$ cat config.mk
export PLATFORM = sky130hd
export DESIGN_NAME = cau_fifo
export DESIGN_NICKNAME = d
export VERILOG_FILES = /design/src/sv/cau_pkg.sv /design/src/sv/cau_fifo.sv
export SDC_FILE = /design/constraint.sdc
export NUM_CORES = 1
export LEC_CHECK = 0
export BUFFER_PORTS_ARGS = -buffer_cell sky130_fd_sc_hd__buf_2
export CAP_MARGIN = 20
export CORE_MARGIN = 3
export CORE_UTILIZATION = 55
export DETAILED_ROUTE_END_ITERATION = 10
export PLACE_DENSITY = 0.8
export SETUP_SLACK_MARGIN = 0.15
export SYNTH_ARGS = -nofsm -noshare
export SYNTH_HDL_FRONTEND = slang
export SYNTH_SLANG_ARGS = --single-unit
export TNS_END_PERCENT = 10
$ cat constraint.sdc
create_clock -name aclk -period 11.5 [get_ports aclk]
set_clock_uncertainty 0.15 [all_clocks]
set_input_delay 2.3 -clock aclk [delete_from_list [all_inputs] [get_ports aclk]]
set_output_delay 2.3 -clock aclk [all_outputs]
set_load 0.02 [all_outputs]
$ cat src/sv/cau_pkg.sv
`default_nettype none
package cau_pkg;

    localparam int DATA_WIDTH = 32;
    localparam int FRAC_BITS  = 16;
    localparam int MAG_W      = 2 * DATA_WIDTH + 2;
    localparam int FIFO_DEPTH = 4;

    localparam logic [2:0] REQ_ADD = 3'd0;
    localparam logic [2:0] REQ_SUB = 3'd1;
    localparam logic [2:0] REQ_MUL = 3'd2;
    localparam logic [2:0] REQ_DIV = 3'd3;
    localparam logic [2:0] REQ_NEG = 3'd4;
    localparam logic [2:0] REQ_CMP = 3'd5;

    localparam logic [2:0] KIND_ADD  = 3'd0;
    localparam logic [2:0] KIND_SUB  = 3'd1;
    localparam logic [2:0] KIND_MUL  = 3'd2;
    localparam logic [2:0] KIND_DIV  = 3'd3;
    localparam logic [2:0] KIND_NEG  = 3'd4;
    localparam logic [2:0] KIND_CMP  = 3'd5;
    localparam logic [2:0] KIND_NONE = 3'd6;

    localparam logic [1:0] ST_OK   = 2'd0;
    localparam logic [1:0] ST_SAT  = 2'd1;
    localparam logic [1:0] ST_DIV0 = 2'd2;

    localparam logic [MAG_W-1:0] NEG_LIM = MAG_W'(1) << (DATA_WIDTH - 1);
    localparam logic [MAG_W-1:0] POS_LIM = NEG_LIM - MAG_W'(1);
    localparam logic [DATA_WIDTH-1:0] DATA_MIN = {1'b1, {(DATA_WIDTH - 1){1'b0}}};
    localparam logic [DATA_WIDTH-1:0] DATA_MAX = {1'b0, {(DATA_WIDTH - 1){1'b1}}};

    typedef logic signed [DATA_WIDTH-1:0] data_t;

    typedef struct packed {
        logic [2:0] req_type;
        data_t      a_re;
        data_t      a_im;
        data_t      b_re;
        data_t      b_im;
    } req_t;

    typedef struct packed {
        data_t      res_re;
        data_t      res_im;
        logic       is_equal;
        logic [1:0] status;
    } rsp_t;

    typedef struct packed {
        logic [2:0] kind;
        data_t      a_re;
        data_t      a_im;
        data_t      b_re;
        data_t      b_im;
    } cmd_t;

    typedef struct packed {
        logic [DATA_WIDTH-1:0] val;
        logic                  sat;
    } sat_t;

    function automatic logic [MAG_W-1:0] magnitude(input logic [MAG_W-1:0] x);
        return x[MAG_W-1] ? (MAG_W'(0) - x) : x;
    endfunction

    // clamp a sign and magnitude pair to the signed data range
    function automatic sat_t saturate(input logic neg, input logic [MAG_W-1:0] mag,
                                      input logic big);
        sat_t r;
        r.sat = 1'b0;
        if (neg) begin
            if (big || mag > NEG_LIM) begin
                r.val = DATA_MIN;
                r.sat = 1'b1;
            end else begin
                r.val = DATA_WIDTH'(MAG_W'(0) - mag);
            end
        end else begin
            if (big || mag > POS_LIM) begin
                r.val = DATA_MAX;
                r.sat = 1'b1;
            end else begin
                r.val = mag[DATA_WIDTH-1:0];
            end
        end
        return r;
    endfunction

endpackage
`default_nettype wire

$ cat src/sv/cau_fifo.sv
`default_nettype none
module cau_fifo (
    input  logic          aclk,
    input  logic          aresetn,
    input  logic          in_valid,
    output logic          in_ready,
    input  cau_pkg::cmd_t in_cmd,
    output logic          out_valid,
    input  logic          out_ready,
    output cau_pkg::cmd_t out_cmd
);
    import cau_pkg::*;

    localparam int PTR_W = $clog2(FIFO_DEPTH);
    localparam int CNT_W = $clog2(FIFO_DEPTH + 1);

    cmd_t             mem [0:FIFO_DEPTH-1];
    logic [PTR_W-1:0] wptr_reg, wptr_next;
    logic [PTR_W-1:0] rptr_reg, rptr_next;
    logic [CNT_W-1:0] count_reg, count_next;
    logic             push, pop;

    assign in_ready  = count_reg != CNT_W'(FIFO_DEPTH);
    assign out_valid = count_reg != '0;
    assign out_cmd   = mem[rptr_reg];
    assign push      = in_valid && in_ready;
    assign pop       = out_valid && out_ready;

    always_comb begin
        wptr_next  = push ? PTR_W'(wptr_reg + 1'b1) : wptr_reg;
        rptr_next  = pop ? PTR_W'(rptr_reg + 1'b1) : rptr_reg;
        count_next = count_reg;
        if (push && !pop) begin
            count_next = CNT_W'(count_reg + 1'b1);
        end else if (pop && !push) begin
            count_next = CNT_W'(count_reg - 1'b1);
        end
    end

    always_ff @(posedge aclk) begin
        if (!aresetn) begin
            wptr_reg  <= '0;
            rptr_reg  <= '0;
            count_reg <= '0;
        end else begin
            wptr_reg  <= wptr_next;
            rptr_reg  <= rptr_next;
            count_reg <= count_next;
        end
    end

    always_ff @(posedge aclk) begin
        if (push) begin
            mem[wptr_reg] <= in_cmd;
        end
    end

endmodule
`default_nettype wire

==> metrics <==
Setup WS pre-CTS 5990 ps; worst slew pin tran 932 ps; cts hold-fix bufs 0; total global routing overflow 0; Post-Synth Simple-Gate Area 0.471%; clk slew on worst S/H paths 60 ps; first-pass GRT wire length 57.4 mm; starting density of the core 56.0%; syn_area_per_cell 26.4 um^2; via-per-instance ratio 5.68; Min Hold Slack 357 ps; post-route ant nets 0; initial DRC count 654; Synth top area share 81.2%; DR vias 8729; Setup CP Type register to primary output; CTS resizes 0; 1st-pass router iterations 5; Total Routing Usage GR 20.0%; die height 194 um; Synth Flop Type edfxtp_1; sequential share of the synthesized area 82.1%; CTS tree done; Rows 68; largest area contributor in the netlist edfxtp_1; die area 0.0375 mm^2; Final period util 52.0%; Area contributors post-synth edfxtp_1, mux4_2, dfxtp_1; Post-synth EDFFs 524; max reg flops 524; RSZ-0062 raised after global routing no; xor and xnor fraction of the mapped netlist area 0.181%; core area 0.0346 mm^2; total power 0.00540 W; fin cells 1536; largest family of logic cells by synthesized area multiplexers; CTS Root Cell clkbuf_16; Final Hold Viols 0; top cell types by occurrence after synthesis edfxtp_1, mux4_2, buf_2; Area Overhead vs Synth 18.1%; Worst Setup End Kind primary output; number of global-route vias before repair 9282; setup ws final 5510 ps; async set-reset flop share out of synthesis 0%; status complete, no violations; pin count of the biggest net entering global routing 56; clk buf depth 3; Min Clock Period, post-route 5990 ps; Sink Count 533; most frequent cell after synthesis edfxtp_1; DP HPWL 22.1 mm; synthesized area 0.0194 mm^2; Inst Count DP 1437; initial antenna violation count 9; Critical Path RT 9050 ps; clk_lat worst skew 560 ps; Syn Inst Count 733; mux cell area share after synthesis 15.4%; Leak 7.66 nW; Hold Path Class register to register; post-route setup TNS 0 ps; crit start category register; postcts setup bufs 0; final max-slew violation count 0; syn nets 874; peak supply drop 0.187 mV; Routed WL per cell 24.1 um; GPL Wtd Cong 0.717; share of cells above drive strength 1 45.6%; IO Count 268; number of synthesis warnings 0; Final setup viols 0; flop-to-flop setup slack 8640 ps; area share of fa/ha/maj cells after synthesis 0.426%; fmax 167 MHz; max_cap viols 0; slew margin rel. 37.9%; Worst Path Max Fanout 45; H-tree depth 2; Die Wd 194 um; Power Density 236 mW/mm^2; Seq cells post-synth 533; DRC viols 0; Synth Area in Compound Gates 0.207%; Num CTS Buffers 52; wirelength, routed 37.0 mm; Port Buffer Count 267; Yosys cell types 23; Critical Path AT 3540 ps; fin nets 1177
## critical path, cell delays in order (launching register included)
cell     delay (ps)
dfxtp_4         600
buf_4           620
buf_4           830
mux4_2          630
buf_2           190
## report_power, final
group | leakage [nW] | internal, W | switching (W)
Combinational | 1.94 | 0.000539 | 0.000760
Clock | 0.836 | 0.000996 | 0.000665
Sequential | 4.88 | 0.00236 | 0.0000789
## routing by layer
metal | vias up | track usage, % | part of all wire [%]
met5 | - | 0 | 0.18
met4 | 12 | 4.69 | 1.7
met3 | 68 | 5.94 | 8.6
met2 | 332 | 32.3 | 51
met1 | 4532 | 27.5 | 39
li1 | 3785 | - | -
## through the flow
stage / util [%] / area (um^2)
CTS: 66.1 / 22900
floorplan: - / 19400
detailed placement: 61.2 / 21200
global route: 66.1 / 22900
global placement: 61.2 / 21200
finish: 66.1 / 22900
## placed cells by master, fill, tap and decap left out, drive strengths merged
cell	instances
edfxtp	524
buf	280
mux4	131
clkbuf	61
clkinv	25
dfxtp	9
and2	8
bufinv	7
nand2	5
ha	5
inv	5
diode	4
xnor2	3
mux2i	3
or3	2
a21boi	2
nor2	1
o31ai	1
nor2b	1
o311ai	1
xor2	1
o21ai	1
fa	1
## path summary, 6_finish.rpt
check / from / to / depth (start not counted)
min reg2reg: wptr_reg[0]$_SDFFE_PN0P_ / wptr_reg[0]$_SDFFE_PN0P_ / 2
max reg2reg: count_reg[0]$_SDFFE_PN0P_ / mem[1][93]$_DFFE_PP_ / 4
max: register / out_cmd[59] / 4
min: wptr_reg[0]$_SDFFE_PN0P_ / wptr_reg[0]$_SDFFE_PN0P_ / 2
## cells by family (layout without fill, tap and decap cells)
kind of cell,after synthesis,after routing
flip-flops,533,533
XOR/XNOR,4,4
other,0,4
AND/OR/NAND/NOR,17,17
multiplexers,134,134
AO/OA/AOI/OAI,5,5
buffers and inverters,34,378
adder cells (fa/ha/maj),6,6
## final cells by class
| type | count | area, um^2 |
|---|---|---|
| inverter | 3 | 11.3 |
| multi-input combinational | 166 | 3240 |
| antenna | 4 | 10.0 |
| tap | 455 | 569 |
| timing repair buffer | 280 | 1430 |
| clock buffer | 61 | 1360 |
| fill | 2170 | 11700 |
| sequential | 533 | 15900 |
| clock inverter | 34 | 339 |
Power figures use the tool's default switching activity.
