### config.mk
export PLATFORM = sky130hd
export DESIGN_NAME = cau_front
export DESIGN_NICKNAME = d
export VERILOG_FILES = /design/src/sv/cau_pkg.sv /design/src/sv/cau_front.sv
export SDC_FILE = /design/constraint.sdc
export NUM_CORES = 1
export LEC_CHECK = 0
export BUFFER_PORTS_ARGS = -buffer_cell sky130_fd_sc_hd__buf_2
export CORE_MARGIN = 5
export CORE_UTILIZATION = 41
export DETAILED_ROUTE_END_ITERATION = 8
export PLACE_DENSITY_LB_ADDON = 0.15
export SYNTH_ARGS = -nofsm -noshare
export SYNTH_HDL_FRONTEND = slang
export SYNTH_SLANG_ARGS = --single-unit
### constraint.sdc
create_clock -name aclk -period 2.5 [get_ports aclk]
set_input_delay 0.25 -clock aclk [delete_from_list [all_inputs] [get_ports aclk]]
set_output_delay 0.25 -clock aclk [all_outputs]
set_load 0.01 [all_outputs]
### src/sv/cau_pkg.sv
`default_nettype none
package cau_pkg;

    localparam int DATA_WIDTH = 32;
    localparam int FRAC_BITS  = 16;
    localparam int MAG_W      = 2 * DATA_WIDTH + 2;
    localparam int FIFO_DEPTH = 4;

    localparam logic [2:0] REQ_ADD = 3'd0;
    localparam logic [2:0] REQ_SUB = 3'd1;
    localparam logic [2:0] REQ_MUL = 3'd2;
    localparam logic [2:0] REQ_DIV = 3'd3;
    localparam logic [2:0] REQ_NEG = 3'd4;
    localparam logic [2:0] REQ_CMP = 3'd5;

    localparam logic [2:0] KIND_ADD  = 3'd0;
    localparam logic [2:0] KIND_SUB  = 3'd1;
    localparam logic [2:0] KIND_MUL  = 3'd2;
    localparam logic [2:0] KIND_DIV  = 3'd3;
    localparam logic [2:0] KIND_NEG  = 3'd4;
    localparam logic [2:0] KIND_CMP  = 3'd5;
    localparam logic [2:0] KIND_NONE = 3'd6;

    localparam logic [1:0] ST_OK   = 2'd0;
    localparam logic [1:0] ST_SAT  = 2'd1;
    localparam logic [1:0] ST_DIV0 = 2'd2;

    localparam logic [MAG_W-1:0] NEG_LIM = MAG_W'(1) << (DATA_WIDTH - 1);
    localparam logic [MAG_W-1:0] POS_LIM = NEG_LIM - MAG_W'(1);
    localparam logic [DATA_WIDTH-1:0] DATA_MIN = {1'b1, {(DATA_WIDTH - 1){1'b0}}};
    localparam logic [DATA_WIDTH-1:0] DATA_MAX = {1'b0, {(DATA_WIDTH - 1){1'b1}}};

    typedef logic signed [DATA_WIDTH-1:0] data_t;

    typedef struct packed {
        logic [2:0] req_type;
        data_t      a_re;
        data_t      a_im;
        data_t      b_re;
        data_t      b_im;
    } req_t;

    typedef struct packed {
        data_t      res_re;
        data_t      res_im;
        logic       is_equal;
        logic [1:0] status;
    } rsp_t;

    typedef struct packed {
        logic [2:0] kind;
        data_t      a_re;
        data_t      a_im;
        data_t      b_re;
        data_t      b_im;
    } cmd_t;

    typedef struct packed {
        logic [DATA_WIDTH-1:0] val;
        logic                  sat;
    } sat_t;

    function automatic logic [MAG_W-1:0] magnitude(input logic [MAG_W-1:0] x);
        return x[MAG_W-1] ? (MAG_W'(0) - x) : x;
    endfunction

    // clamp a sign and magnitude pair to the signed data range
    function automatic sat_t saturate(input logic neg, input logic [MAG_W-1:0] mag,
                                      input logic big);
        sat_t r;
        r.sat = 1'b0;
        if (neg) begin
            if (big || mag > NEG_LIM) begin
                r.val = DATA_MIN;
                r.sat = 1'b1;
            end else begin
                r.val = DATA_WIDTH'(MAG_W'(0) - mag);
            end
        end else begin
            if (big || mag > POS_LIM) begin
                r.val = DATA_MAX;
                r.sat = 1'b1;
            end else begin
                r.val = mag[DATA_WIDTH-1:0];
            end
        end
        return r;
    endfunction

endpackage
`default_nettype wire

### src/sv/cau_front.sv
`default_nettype none
module cau_front (
    input  logic          aclk,
    input  logic          aresetn,
    input  logic          s_valid,
    output logic          s_ready,
    input  cau_pkg::req_t s_data,
    output logic          cmd_valid,
    input  logic          cmd_ready,
    output cau_pkg::cmd_t cmd
);
    import cau_pkg::*;

    logic valid_reg, valid_next;
    cmd_t cmd_reg, cmd_next;

    assign s_ready   = !valid_reg || cmd_ready;
    assign cmd_valid = valid_reg;
    assign cmd       = cmd_reg;

    always_comb begin
        cmd_next.a_re = s_data.a_re;
        cmd_next.a_im = s_data.a_im;
        cmd_next.b_re = s_data.b_re;
        cmd_next.b_im = s_data.b_im;
        case (s_data.req_type)
            REQ_ADD: cmd_next.kind = KIND_ADD;
            REQ_SUB: cmd_next.kind = KIND_SUB;
            REQ_MUL: cmd_next.kind = KIND_MUL;
            REQ_DIV: cmd_next.kind = KIND_DIV;
            REQ_NEG: cmd_next.kind = KIND_NEG;
            REQ_CMP: cmd_next.kind = KIND_CMP;
            default: cmd_next.kind = KIND_NONE;
        endcase
    end

    always_comb begin
        if (s_valid && s_ready) begin
            valid_next = 1'b1;
        end else if (cmd_ready) begin
            valid_next = 1'b0;
        end else begin
            valid_next = valid_reg;
        end
    end

    always_ff @(posedge aclk) begin
        if (!aresetn) begin
            valid_reg <= 1'b0;
        end else begin
            valid_reg <= valid_next;
        end
    end

    always_ff @(posedge aclk) begin
        if (s_valid && s_ready) begin
            cmd_reg <= cmd_next;
        end
    end

endmodule
`default_nettype wire

==> results of run 1 <==
==> synth_stat cells <==
library cell and n:
sky130_fd_sc_hd__a21boi_0 1, sky130_fd_sc_hd__clkbuf_1 2, sky130_fd_sc_hd__a21boi_2 1, sky130_fd_sc_hd__inv_1 1, sky130_fd_sc_hd__dfxtp_1 1, sky130_fd_sc_hd__and2_4 1
sky130_fd_sc_hd__edfxtp_1 131, sky130_fd_sc_hd__nand2b_4 1
==> per-stage QoR <==
step / utilization / hold WS, ps / instance area, um2 / std cells
2_1_floorplan: - / 348.9 / 4006 / 139
3_5_place_dp: 0.5757 / 428.1 / 5549 / 540
3_3_place_gp: 0.5757 / 426.1 / 5549 / 540
==> kinds of logic after synthesis <==
group           after synthesis  share of synthesized area
compound gates                2                   0.004685
buf+inv                       3                   0.002811
flops                       132                     0.9869
simple gates                  2                   0.005621
==> metrics, run 1 <==
RePlAce Congestion=0.7553; setup slack after placement=around 1000 ps; horizontal die dimension=108.9 um; cell area after technology mapping=4006 um2; clk root buf=sky130_fd_sc_hd__clkbuf_8; share of the yosys chip area belonging to registers=0.9869; step where the flow halted=clock tree synthesis (4_1_cts); post-CTS setup-driven buffer insertion count=0; first reported error=[ERROR RSZ-0060] Max buffer count reached.; Syn Inst Count=~140; Ports=268; Final HPWL DP=around 7.7 mm; register bit count reported by yosys=132; Die Span Y=108.9 um; number of clock sinks=132; result of the run=aborted with a tool error; average cell area after synthesis=28.82 um2; TritonCTS Buffers=17; htree depth=4; count of port buffers added during placement=267; fraction of synthesized cell area taken by the top area cell type=0.9819; maximum clock path buffer count=2; Yosys Warn Count=0; number of hold buffers added after cts=115; number of different library cells in the post-synthesis netlist=8; largest area contributor in the synthesized netlist=sky130_fd_sc_hd__edfxtp_1; PostCTS Resize Cnt=0; count of standard-cell rows=36; synth top area cells=sky130_fd_sc_hd__edfxtp_1, sky130_fd_sc_hd__dfxtp_1, sky130_fd_sc_hd__nand2b_4; effective utilization at floorplan=0.4156; Syn Nets=approximately 270
==> run 2, diff against run 1 <==
Settings changed: CORE_UTILIZATION 41 to 30.
==> metrics, run 2 <==
PwrDens=778.1 nW/um2; grt met2 use=0.2357; number of placed instances, taps included=582 (was 540); vias after detailed routing=2773; number of hold buffers added after cts=84 (was 115); number of DRC violations after detailed routing=0; number of clock sinks=132 (unchanged); final worst path period share=0.6061; result of the run=finished, final reports clean (was aborted with a tool error); maximum resistive drop on vdd=562.1 uV; share of cells above drive strength 1=0.5679; Switching Share=0.1993; PostCTS Resize Cnt=0 (unchanged); Sw Pwr=about 1.1 mW; Final HPWL DP=7.911 mm (was 7.694 mm); Int Pwr=4.380 mW; Top FF cell, synth=sky130_fd_sc_hd__edfxtp_1 (unchanged); simple-gate portion of the synthesized area=0.005621 (unchanged); fin nets=approximately 650; data required time of the worst path=2580 ps; static leakage power=2.996 nW; initial antenna violation count=1; post-CTS setup-driven buffer insertion count=0 (unchanged); Clock transition at path regs=approximately 50 ps; Max-cap violations=0; maximum clock path buffer count=2 (unchanged); most common cell in the synthesized netlist=sky130_fd_sc_hd__edfxtp_1 (unchanged); Min Clock Period, post-route=1515 ps; fraction of the mapped netlist area in compound gates=0.004685 (unchanged); DRT iter0 DRCs=129; met3 GRT Util=0.08017; fin. max-slew vios=0; Syn Nets=274 (unchanged); most common cell after layout, fill and taps aside=sky130_fd_sc_hd__buf_2; TritonCTS clock tree=built; total negative setup slack=0 ps; Flop pwr share=0.480; Yosys Warn Count=0 (unchanged); Total Wirelength=10.96 mm; Die ar.=15770 um2; count of port buffers added during placement=267 (unchanged); first drt pass iteration count=4; horizontal die dimension=125.6 um (was 108.9 um); fmax=between 600 and 700 MHz; core footprint=around 13000 um2; Tightest Pin Transition=398.1 ps; number of different library cells in the post-synthesis netlist=8 (unchanged); setup repair after global routing missed its margin=false; fill cell count=around 1100; Syn Inst Count=139 (unchanged); register bit count reported by yosys=132 (unchanged); effective utilization at floorplan=0.3037 (was 0.4156); combinational share of power=0.086; count of standard-cell rows=42 (was 36); flip-flop count of the largest register after layout=about 130; average cell area after synthesis=28.82 um2 (unchanged); cell area after technology mapping=4006 um2 (unchanged); number of flops mapped to enable cells by yosys=131 (unchanged); endpoint type of the worst setup path=register; most crowded layer after global routing=met2; Total Routing Usage GR=0.1427; critical path peak fanout=55; largest area contributor in the synthesized netlist=sky130_fd_sc_hd__edfxtp_1 (unchanged); via density per instance=3.961; met1 usage=0.1439; worst slew margin relative to its limit=0.7346; Die Span Y=125.6 um (was 108.9 um); clk root buf=sky130_fd_sc_hd__clkbuf_16 (was sky130_fd_sc_hd__clkbuf_8); Data arrival, critical path=1590 ps; Synth Area in Adders=0 (unchanged); setup-violating endpoint count in the final report=0; most frequent cells after synthesis=sky130_fd_sc_hd__edfxtp_1, sky130_fd_sc_hd__clkbuf_1 (unchanged); Ports=268 (unchanged); Final Hold Fails=0; Async S/R FF share, synth=0 (unchanged); htree depth=4 (unchanged); share of the yosys chip area belonging to registers=0.9869 (unchanged); XOR/XNOR share of the synthesized area=0 (unchanged); worst-skew pair later-pin latency=400 ps; Wirelength per Cell=~16 um; depth of the worst register-to-register path=3; kind of start point of the critical path=register; Antenna Nets Post-Route=0; RePlAce Congestion=0.7987 (was 0.7553); Worst Hold Depth=1; TritonCTS Buffers=17 (unchanged); share of cell area taken by muxes after synthesis=0 (unchanged); Congestion Overflow GR=0; top library cells by usage in the layout, fill and taps aside=sky130_fd_sc_hd__buf_2, sky130_fd_sc_hd__edfxtp_1, sky130_fd_sc_hd__dlygate4sd3_1, sky130_fd_sc_hd__clkbuf_16, sky130_fd_sc_hd__clkinv_1; vias in the first global route=3141; pin count of the biggest net entering global routing=56; wire length of the first global-routing pass=16.81 mm; synthesis-to-finish area growth=75.45%; Worst Hold Class=in2reg; fraction of power consumed by the clock network=0.434; non-filler cells, final=700; kind of critical path=reg2reg; main combinational cell family by area after synthesis=simple AND/OR/NAND/NOR gates (unchanged); Layout Skew=roughly 4.8 ps; synth top area cells=sky130_fd_sc_hd__edfxtp_1, sky130_fd_sc_hd__dfxtp_1, sky130_fd_sc_hd__nand2b_4 (unchanged); fraction of synthesized cell area taken by the top area cell type=0.9819 (unchanged)
==> run 2: cell counts after synthesis <==
No cell type changed its count.
==> run 2: critical path, cell delays in order, from the launching register on <==
cell	delay (ps)
sky130_fd_sc_hd__dfxtp_1	330
sky130_fd_sc_hd__nand2b_4	90
sky130_fd_sc_hd__and2_4	400
sky130_fd_sc_hd__buf_12	320
==> run 2: power by group through the flow <==
stage | clock, mW | combinational (mW) | sequential [mW]
after floorplan | 0 | 0.0444 | 2.74
after global placement | 0 | 0.374 | 2.66
after detailed placement | 0 | 0.374 | 2.67
after CTS | 2.45 | 0.478 | 2.62
after global routing | 2.56 | 0.512 | 2.64
final | 2.38 | 0.471 | 2.62
==> run 2: final timing paths <==
path | start | to | slack [ps]
max | cmd_valid$_SDFFE_PN0P_ | cmd[70]$_DFFE_PP_ | 980
min | s_data[56] | cmd[56]$_DFFE_PP_ | 20
max reg2reg | cmd_valid$_SDFFE_PN0P_ | cmd[70]$_DFFE_PP_ | 980
min reg2reg | cmd_valid$_SDFFE_PN0P_ | cmd_valid$_SDFFE_PN0P_ | 510
==> run 2: kinds of logic after synthesis <==
family                 Yosys count
flip-flops                     132
buffers and inverters            3
AO/OA/AOI/OAI                    2
AND/OR/NAND/NOR                  2
==> run 2: cell type report <==
class | count | area, um2 | share of cell area
Antenna cell | 1 | 2.502 | 0.0003560
Clock buffer | 18 | 429.2 | 0.06105
Clock inverter | 13 | 141.4 | 0.02011
Inverter | 1 | 3.754 | 0.0005340
Multi-Input combinational cell | 4 | 41.29 | 0.005874
Sequential cell | 132 | 3954 | 0.5625
Tap cell | 176 | 220.2 | 0.03133
Timing Repair Buffer | 355 | 2237 | 0.3183
==> run 2: stage by stage <==
| step | hold WS, ps | power [mW] | area (um2) | utilization | worst slack [ps] |
|---|---|---|---|---|---|
| after floorplan | 348.9 | 2.787 | 4006 | - | 658.9 |
| after global placement | 426.2 | 3.039 | 5595 | 0.4242 | 935.9 |
| after detailed placement | 428.1 | 3.041 | 5595 | 0.4242 | 912.2 |
| after CTS | 0.2468 | 5.553 | 7007 | 0.5312 | 982.9 |
| after global routing | 0.07061 | 5.708 | 7027 | 0.5327 | 912.0 |
| final | 23.77 | 5.470 | 7029 | 0.5329 | 984.7 |
==> run 2: per-layer routing <==
metal | routed length (um) | vias to the layer above
li1 | - | 1309
met1 | 3955 | 1254
met2 | 5286 | 193
met3 | 1472 | 17
met4 | 249 | 0
met5 | 0 | -
Note: power is estimated with default switching activity, not from simulation.
